**src/sv/assert_macros.svh**
```systemverilog
// Assertion macros shared by the scheduler RTL.
// No dependencies; the assertions compile away when NO_ASSERTIONS is defined.
`ifndef ASSERT_MACROS_SVH
`define ASSERT_MACROS_SVH
`ifndef NO_ASSERTIONS
`define ASSERT_ALWAYS(lbl, clk, rstn, cond) \
  lbl: assert property (@(posedge clk) disable iff (!rstn) (cond)) \
    else $error("scheduler assertion failed");
`define ASSERT_IMPLIES(lbl, clk, rstn, ante, cons) \
  lbl: assert property (@(posedge clk) disable iff (!rstn) (ante) |-> (cons)) \
    else $error("scheduler implication failed");
`else
`define ASSERT_ALWAYS(lbl, clk, rstn, cond)
`define ASSERT_IMPLIES(lbl, clk, rstn, ante, cons)
`endif
`endif

```
**src/sv/srtf_pkg.sv**
```systemverilog
// Shared types and constants for the shortest-remaining-time-first scheduler.
// No dependencies.
package srtf_pkg;

  localparam int unsigned MAX_JOBS_DEF  = 16;
  localparam int unsigned TIME_BITS_DEF = 16;
  localparam int unsigned ID_W          = 8;
  localparam int unsigned FIELD_W       = 16;
  localparam int unsigned IN_DATA_W     = 40;
  localparam int unsigned OUT_DATA_W    = 48;

  typedef enum logic {
    CMD_ADD  = 1'b0,
    CMD_TICK = 1'b1
  } cmd_e;

  typedef enum logic [1:0] {
    ST_IDLE,
    ST_SCAN,
    ST_COMMIT
  } state_e;

  typedef struct packed {
    logic [ID_W-1:0]    id;
    logic [FIELD_W-1:0] arrival;
    logic [FIELD_W-1:0] burst;
  } slot_wr_t;

  typedef struct packed {
    logic               found;
    logic [ID_W-1:0]    id;
    logic [FIELD_W-1:0] arrival;
    logic [FIELD_W-1:0] burst;
    logic [FIELD_W-1:0] remaining;
  } cand_t;

endpackage

```
**src/sv/srtf_tick_scheduler.sv**
```systemverilog
// Shortest-remaining-time-first scheduler: a row of MAX_JOBS slot cells.
// An add goes from IDLE to COMMIT, which registers its result; a tick first passes through
// SCAN, where the best candidate moves one cell per cycle, and then through COMMIT.
// A new add or tick is taken only in IDLE, once the previous result has left COMMIT.
// Reset clears the timer, the job count, the done flags and the chart state at
// once; slot contents are only read after an add has written them.
module srtf_tick_scheduler #(
  parameter int unsigned MAX_JOBS  = srtf_pkg::MAX_JOBS_DEF,
  parameter int unsigned TIME_BITS = srtf_pkg::TIME_BITS_DEF
) (
  input  logic                               clk_i,
  input  logic                               rst_ni,
  input  logic                               s_axis_tvalid,
  output logic                               s_axis_tready,
  // job_id[7:0], arrival_time[23:8], burst_time[39:24]
  input  logic [srtf_pkg::IN_DATA_W-1:0]     s_axis_tdata,
  // cmd[0]
  input  logic [0:0]                         s_axis_tuser,
  output logic                               m_axis_tvalid,
  input  logic                               m_axis_tready,
  // running_valid[0], running_id[8:1], new_segment[9], finished[10],
  // turnaround[26:11], waiting[42:27], table_full[43], zeros[47:44]
  output logic [srtf_pkg::OUT_DATA_W-1:0]    m_axis_tdata
);
  import srtf_pkg::*;

  `include "assert_macros.svh"

  localparam int unsigned IDX_W = $clog2(MAX_JOBS);
  localparam int unsigned CNT_W = $clog2(MAX_JOBS + 1);
  localparam int unsigned CMP_W = (TIME_BITS > FIELD_W) ? TIME_BITS : FIELD_W;

  state_e               state_q, state_d;
  logic [IDX_W-1:0]     scan_cnt_q, scan_cnt_d;
  logic [CNT_W-1:0]     job_count_q, job_count_d;
  logic [TIME_BITS-1:0] clock_q, clock_d, clock_next;
  logic [ID_W-1:0]      last_id_q, last_id_d;
  logic                 chart_q, chart_d;
  cmd_e                 cmd_q;
  slot_wr_t             item_q;
  logic                 out_valid_q, out_valid_d;
  logic [OUT_DATA_W-1:0] out_data_q, out_data_d;

  logic                 accept;
  logic                 out_free;
  logic                 commit;
  logic                 add_ok;
  logic                 run;
  logic                 finish;
  logic                 new_seg;
  logic [CMP_W-1:0]     tat, wt;
  logic [FIELD_W-1:0]   tat_sat, wt_sat;

  logic [MAX_JOBS-1:0]  wr_en;
  logic [MAX_JOBS-1:0]  dec_en;
  logic [MAX_JOBS-1:0]  occupied;
  cand_t                cand   [MAX_JOBS+1];
  logic [IDX_W-1:0]     idx    [MAX_JOBS+1];

  assign accept   = s_axis_tvalid && s_axis_tready;
  assign out_free = !out_valid_q || m_axis_tready;
  assign commit   = (state_q == ST_COMMIT) && out_free;

  assign cand[0] = '0;
  assign idx[0]  = '0;

  for (genvar k = 0; k < MAX_JOBS; k++) begin : g_cell
    assign occupied[k] = (job_count_q > CNT_W'(k));
    assign wr_en[k]    = commit && (cmd_q == CMD_ADD) && add_ok &&
                         (job_count_q[IDX_W-1:0] == IDX_W'(k));
    assign dec_en[k]   = commit && run && (idx[MAX_JOBS] == IDX_W'(k));

    srtf_cell #(
      .MAX_JOBS  (MAX_JOBS),
      .TIME_BITS (TIME_BITS),
      .SLOT      (k)
    ) u_cell (
      .clk_i      (clk_i),
      .rst_ni     (rst_ni),
      .wr_en_i    (wr_en[k]),
      .wr_i       (item_q),
      .dec_en_i   (dec_en[k]),
      .occupied_i (occupied[k]),
      .clock_i    (clock_q),
      .cand_i     (cand[k]),
      .idx_i      (idx[k]),
      .cand_o     (cand[k+1]),
      .idx_o      (idx[k+1])
    );
  end

  always_comb begin
    state_d = state_q;
    unique case (state_q)
      ST_IDLE: begin
        if (accept) begin
          state_d = (cmd_e'(s_axis_tuser[0]) == CMD_TICK) ? ST_SCAN : ST_COMMIT;
        end
      end
      ST_SCAN: begin
        if (scan_cnt_q == IDX_W'(MAX_JOBS - 1)) begin
          state_d = ST_COMMIT;
        end
      end
      ST_COMMIT: begin
        if (out_free) begin
          state_d = ST_IDLE;
        end
      end
      default: state_d = ST_IDLE;
    endcase
  end

  always_comb begin
    s_axis_tready = (state_q == ST_IDLE);
    scan_cnt_d    = (state_q == ST_SCAN) ? scan_cnt_q + IDX_W'(1) : '0;

    add_ok     = (job_count_q != CNT_W'(MAX_JOBS));
    run        = (cmd_q == CMD_TICK) && cand[MAX_JOBS].found;
    clock_next = (clock_q == '1) ? clock_q : clock_q + TIME_BITS'(1);
    finish     = run && (cand[MAX_JOBS].remaining == FIELD_W'(1));
    new_seg    = run && (!chart_q || last_id_q != cand[MAX_JOBS].id);
    tat        = CMP_W'(clock_next) - CMP_W'(cand[MAX_JOBS].arrival);
    wt         = (tat > CMP_W'(cand[MAX_JOBS].burst)) ?
                 tat - CMP_W'(cand[MAX_JOBS].burst) : '0;
    tat_sat    = (tat > CMP_W'(16'hFFFF)) ? 16'hFFFF : tat[FIELD_W-1:0];
    wt_sat     = (wt > CMP_W'(16'hFFFF)) ? 16'hFFFF : wt[FIELD_W-1:0];

    job_count_d = job_count_q;
    clock_d     = clock_q;
    last_id_d   = last_id_q;
    chart_d     = chart_q;
    out_valid_d = out_valid_q && !m_axis_tready;
    out_data_d  = out_data_q;

    if (commit) begin
      out_valid_d = 1'b1;
      out_data_d  = '0;
      if (cmd_q == CMD_ADD) begin
        if (add_ok) begin
          job_count_d = job_count_q + CNT_W'(1);
        end else begin
          out_data_d[43] = 1'b1;
        end
      end else begin
        clock_d = clock_next;
        if (run) begin
          out_data_d[0]     = 1'b1;
          out_data_d[8:1]   = cand[MAX_JOBS].id;
          out_data_d[9]     = new_seg;
          out_data_d[10]    = finish;
          if (finish) begin
            out_data_d[26:11] = tat_sat;
            out_data_d[42:27] = wt_sat;
          end
          if (new_seg) begin
            chart_d   = 1'b1;
            last_id_d = cand[MAX_JOBS].id;
          end
        end
      end
    end
  end

  always_ff @(posedge clk_i or negedge rst_ni) begin
    if (!rst_ni) begin
      state_q     <= ST_IDLE;
      scan_cnt_q  <= '0;
      job_count_q <= '0;
      clock_q     <= '0;
      last_id_q   <= '0;
      chart_q     <= 1'b0;
      out_valid_q <= 1'b0;
    end else begin
      state_q     <= state_d;
      scan_cnt_q  <= scan_cnt_d;
      job_count_q <= job_count_d;
      clock_q     <= clock_d;
      last_id_q   <= last_id_d;
      chart_q     <= chart_d;
      out_valid_q <= out_valid_d;
    end
  end

  always_ff @(posedge clk_i) begin
    out_data_q <= out_data_d;
    if (accept) begin
      cmd_q          <= cmd_e'(s_axis_tuser[0]);
      item_q.id      <= s_axis_tdata[7:0];
      item_q.arrival <= s_axis_tdata[23:8];
      item_q.burst   <= s_axis_tdata[39:24];
    end
  end

  assign m_axis_tvalid = out_valid_q;
  assign m_axis_tdata  = out_data_q;

  `ASSERT_ALWAYS(a_count_bound, clk_i, rst_ni, job_count_q <= CNT_W'(MAX_JOBS))
  `ASSERT_IMPLIES(a_rise_from_commit, clk_i, rst_ni, $rose(out_valid_q),
                  $past(state_q) == ST_COMMIT)
  `ASSERT_IMPLIES(a_finish_runs, clk_i, rst_ni, out_valid_q && out_data_q[10],
                  out_data_q[0] && !out_data_q[43])
  `ASSERT_IMPLIES(a_full_refused, clk_i, rst_ni, commit && cmd_q == CMD_ADD && !add_ok,
                  job_count_q == CNT_W'(MAX_JOBS))

endmodule

```
**src/sv/srtf_cell.sv**
```systemverilog
// One job slot of the scheduler chain: holds the slot and passes the best candidate on.
// Depends on srtf_pkg.
module srtf_cell #(
  parameter int unsigned MAX_JOBS  = srtf_pkg::MAX_JOBS_DEF,
  parameter int unsigned TIME_BITS = srtf_pkg::TIME_BITS_DEF,
  parameter int unsigned SLOT      = 0,
  localparam int unsigned IDX_W    = $clog2(MAX_JOBS)
) (
  input  logic                     clk_i,
  input  logic                     rst_ni,
  input  logic                     wr_en_i,
  input  srtf_pkg::slot_wr_t       wr_i,
  input  logic                     dec_en_i,
  input  logic                     occupied_i,
  input  logic [TIME_BITS-1:0]     clock_i,
  input  srtf_pkg::cand_t          cand_i,
  input  logic [IDX_W-1:0]         idx_i,
  output srtf_pkg::cand_t          cand_o,
  output logic [IDX_W-1:0]         idx_o
);
  import srtf_pkg::*;

  localparam int unsigned CMP_W = (TIME_BITS > FIELD_W) ? TIME_BITS : FIELD_W;

  logic [ID_W-1:0]    id_q;
  logic [FIELD_W-1:0] arrival_q;
  logic [FIELD_W-1:0] burst_q;
  logic [FIELD_W-1:0] rem_q;
  logic               done_q;
  logic               eligible;
  logic               take;
  cand_t              cand_d, cand_q;
  logic [IDX_W-1:0]   idx_d, idx_q;

  always_ff @(posedge clk_i) begin
    if (wr_en_i) begin
      id_q      <= wr_i.id;
      arrival_q <= wr_i.arrival;
      burst_q   <= wr_i.burst;
      rem_q     <= wr_i.burst;
    end else if (dec_en_i) begin
      rem_q <= rem_q - FIELD_W'(1);
    end
  end

  always_ff @(posedge clk_i or negedge rst_ni) begin
    if (!rst_ni) begin
      done_q <= 1'b0;
    end else if (wr_en_i) begin
      done_q <= (wr_i.burst == '0);
    end else if (dec_en_i && rem_q == FIELD_W'(1)) begin
      done_q <= 1'b1;
    end
  end

  always_comb begin
    eligible = occupied_i && !done_q && (CMP_W'(arrival_q) <= CMP_W'(clock_i));
    take     = eligible && (!cand_i.found || rem_q < cand_i.remaining);
    if (take) begin
      cand_d.found     = 1'b1;
      cand_d.id        = id_q;
      cand_d.arrival   = arrival_q;
      cand_d.burst     = burst_q;
      cand_d.remaining = rem_q;
      idx_d            = IDX_W'(SLOT);
    end else begin
      cand_d = cand_i;
      idx_d  = idx_i;
    end
  end

  always_ff @(posedge clk_i or negedge rst_ni) begin
    if (!rst_ni) begin
      cand_q <= '0;
      idx_q  <= '0;
    end else begin
      cand_q <= cand_d;
      idx_q  <= idx_d;
    end
  end

  assign cand_o = cand_q;
  assign idx_o  = idx_q;

endmodule

```
**config.mk**
```make
export PLATFORM = sky130hd
export DESIGN_NAME = srtf_tick_scheduler
export DESIGN_NICKNAME = d
export VERILOG_FILES = /design/src/sv/srtf_pkg.sv /design/src/sv/srtf_tick_scheduler.sv /design/src/sv/srtf_cell.sv
export VERILOG_INCLUDE_DIRS = /design/src /design/src/sv
export SDC_FILE = /design/constraint.sdc
export NUM_CORES = 2
export LEC_CHECK = 0
export BUFFER_PORTS_ARGS = -buffer_cell sky130_fd_sc_hd__buf_2
export CORE_ASPECT_RATIO = 0.8
export CORE_MARGIN = 4
export CORE_UTILIZATION = 49
export DETAILED_ROUTE_END_ITERATION = 10
export GPL_TIMING_DRIVEN = 0
export PLACE_DENSITY = 0.61
export RECOVER_POWER = 50
export REMOVE_ABC_BUFFERS = 1
export SLEW_MARGIN = 20
export SYNTH_ARGS = -nofsm -noshare
export SYNTH_HDL_FRONTEND = slang
export SYNTH_SLANG_ARGS = --single-unit
```
**constraint.sdc**
```tcl
create_clock -name clk_i -period 16.35 [get_ports clk_i]
set_clock_uncertainty 0.2 [all_clocks]
set_input_delay 0 -clock clk_i [delete_from_list [all_inputs] [get_ports clk_i]]
set_output_delay 0 -clock clk_i [all_outputs]
set_load 0.005 [all_outputs]
```
==> flow_summary.toml <==
[sta]
setup_viol = 0
slew_violations = 637
worstMarginPinSlew_ns = 6.746
final_hold_viol_count = 0
finalCritPeriodShare_pct = 59.53
max_freq_mhz = 102.7
maxSlewHeadroom_pct = -349.7
rsz0062_at_grt = "false"
period_minus_slack_ns = 9.732
setup_slack_ns = 6.618

[route]
routed_wl_um = 197600
top_layer_used = "met5"
wl_met3_um = 8684
drc = 0
met1Wirelength_um = 99090
drt-pass1-iter-count = 7
vias_per_cell = 5.420
final_antenna_net_count = 0
wl_per_cell_um = 21.40
drtIter0Drc = 3273
met2WireLength_um = 85330
vias = 50030

[critical_path]
crit_path_start_kind = "input port"
crit_type = "in2async"
worstPathRequired_ns = 16.02
worstPathArrival_ns = 9.41
crit_path_frequent_cell = "clkbuf_1"
critical-path-slowest-cell = "clkbuf_1"
critPathMaxFanout = 111
cp-end-kind = "async pin"
max_stage_delay_ns = 4.26
cp_cell_sequence = "dlygate4sd3_1 -> dlygate4sd3_1 -> clkbuf_1 -> clkbuf_1 -> clkbuf_1"

[min_path]
hold_class = "in2reg"

[synthesis]
syn_area_sq_mm = 0.08756
synth-async-reset-ratio_pct = 50.83
synth.top_cell.area_share_pct = 33.64
yosysSeqAreaShare_pct = 62.62
synth_seq_cells = 1995
synthFlopType = "dfrtp_1"
yosys.cell_types.count = 79
yosys-top-cells-count = "dfrtp_1 (1014), edfxtp_1 (981), mux2_2 (765)"
synth_edf_count = 981
synthTopCellsByArea = "edfxtp_1 (34%), dfrtp_1 (29%), mux2_2 (9.8%), ha_1 (7.9%), a21oi_1 (2.4%)"
syn_inst = 6380
synth_area_leader_cell = "edfxtp_1"
yosysMostFrequentCell = "dfrtp_1"
synth-warning-count = 0
syn_avg_cell_area_sq_um = 13.72

[placement]
numPortBuffers = 90
gp_congestion = 0.8728
dp_slack_ns = 9.348
dp_hpwl_um = 140300

[flow_run]
maxCapViolations = 9

[clock_tree]
cts_max_level = 4
insertion_delay_ns = 0.83
clk_path_buf_depth = 3
clkTransAtPathRegs_ns = 0.06
cts_tree = "built"
ctsResizeCount = 0
cts_made_buffers = 191
clkSinkCount = 1995
root_buffer = "clkbuf_16"

[floorplanning]
die-width_um = 480.6
rows = 138
die_h_um = 386.1
num_io_pins = 95
die_area_sq_mm = 0.1856
initial_core_util_pct = 49.38
coreArea_sq_mm = 0.1773

[power]
ir_worst_vdd_mv = 0.1097
power_density_mw_per_mm2 = 145.8
power_leakage_nw = 39.44

[global_route]
grt_max_degree = 133
grt_pass1_wl_um = 309400
antenna_found_initial = 2
grt_pass1_vias = 51050
overflow = 0
grt_use_total_pct = 21.51

[outcome]
violations = "capacitance limit, slew limit"
status = "complete, but fails checks"

[cells_and_area]
drive_gt1_share_pct = 19.93
fin_util_pct = 56.10
fin_nets = 7272
areaGrowthSynthToFinish_pct = 13.61
-- path summary, 6_finish.rpt --
path | start | to | slack, ns | cells after the start
max | rst_ni | g_cell[1].u_cell.cand_o[17] | 6.62 | 5
min | s_axis_tdata[14] | item_q[22] | 0.21 | 3
max reg2reg | clock_q[0] | m_axis_tdata[38] | 8.94 | 20
min reg2reg | g_cell[14].u_cell.idx_o[3] | g_cell[15].u_cell.idx_o[3] | 0.23 | 1
max in group clk_i | clock_q[0] | m_axis_tdata[38] | 8.94 | 20
min in group asynchronous | rst_ni | g_cell[12].u_cell.cand_o[37] | 2.49 | 4
-- power by group --
part	internal [mW]	leakage [nW]	switching (mW)
clock	2.59	3.15	1.93
combinational	1.69	15.6	1.78
sequential	6.08	20.7	0.439
-- placed cells by master (no fill, tap or decap), drive strengths merged, types with 23 or more instances in the layout --
cell,instances
dfrtp,1014
edfxtp,981
mux2,820
ha,551
nor2,427
a21oi,421
clkbuf,355
inv,352
nand2,231
xnor2,192
buf,150
o21ai,144
nand3,94
nor3,93
nand4,90
dlygate4sd3,88
nor4,84
and2,75
xor2,61
nor2b,55
clkinv,54
a21o,51
or2,37
nand2b,36
a211oi,33
or4,30
a31oi,28
and3,23
-- cell type report --
| class | instances | area, sq um |
|---|---|---|
| diodes | 7 | 17.52 |
| clock buffers | 287 | 5553 |
| clock inverters | 76 | 932.1 |
| fillers | 14200 | 77850 |
| inverters | 352 | 1323 |
| multi-input cells | 3828 | 30690 |
| flip-flops and latches | 1995 | 54830 |
| well taps | 2380 | 2978 |
| repair buffers | 306 | 3148 |
-- state kept, by name, indices dropped and copies added (netlist names) --
signal and cells:
chart_q 1, clock_q 16, cmd_q 1, g_cell.u_cell.arrival_q 256
g_cell.u_cell.burst_q 256, g_cell.u_cell.cand_o 912, g_cell.u_cell.done_q 16, g_cell.u_cell.id_q 128
g_cell.u_cell.idx_o 49, g_cell.u_cell.rem_q 256, item_q 40, job_count_q 5
last_id_q 8, m_axis_tdata 44, m_axis_tvalid 1, scan_cnt_q 4
state_q 2
-- logic make-up (layout without fill, tap and decap cells) --
group,count (synthesis),in the layout,share of synthesized area [%]
AND/OR/NAND/NOR,1342,1342,7.631
other,1,11,0.004283
buffers and inverters,560,1021,2.616
XOR/XNOR,253,253,2.531
multiplexers,835,835,10.95
adder cells (fa/ha/maj),553,553,7.920
flip-flops,1995,1995,62.62
AO/OA/AOI/OAI,841,841,5.720
-- layer usage --
| metal | global-route usage (%) | vias up |
|---|---|---|
| met5 | 0 | - |
| met4 | 5.513 | 2 |
| met3 | 3.085 | 277 |
| met2 | 32.14 | 1053 |
| met1 | 33.08 | 24960 |
| li1 | - | 23740 |
-- stage by stage --
stage / instances / cell area, sq um / TNS [ns] / hold slack, ns / total power, mW
3_3_place_gp: 8645 / 90030 / -7787.73 / -0.02302 / 9.931
4_1_cts: 9223 / 100000 / 0 / 0.1076 / 14.67
6_report: 9231 / 99470 / 0 / 0.2134 / 14.51
5_1_grt: 9224 / 99460 / 0 / 0.2019 / 15.26
3_5_place_dp: 8771 / 92620 / 0 / -0.1664 / 10.08
2_1_floorplan: 6175 / 86600 / 0 / -0.4956 / 8.856
-- timing repair --
item | in CTS | in global routing
endpoints found under the setup margin | 0 | 0
hold buffers | 89 | 0
endpoints found under the hold margin | 564 | 0
setup buffers | 0 | 0
-- worst max-delay path: cells and delay by family --
kind | cells | cell delay [ns]
buffers and inverters | 5 | 9.26
Note: power is estimated with default switching activity, not from simulation.
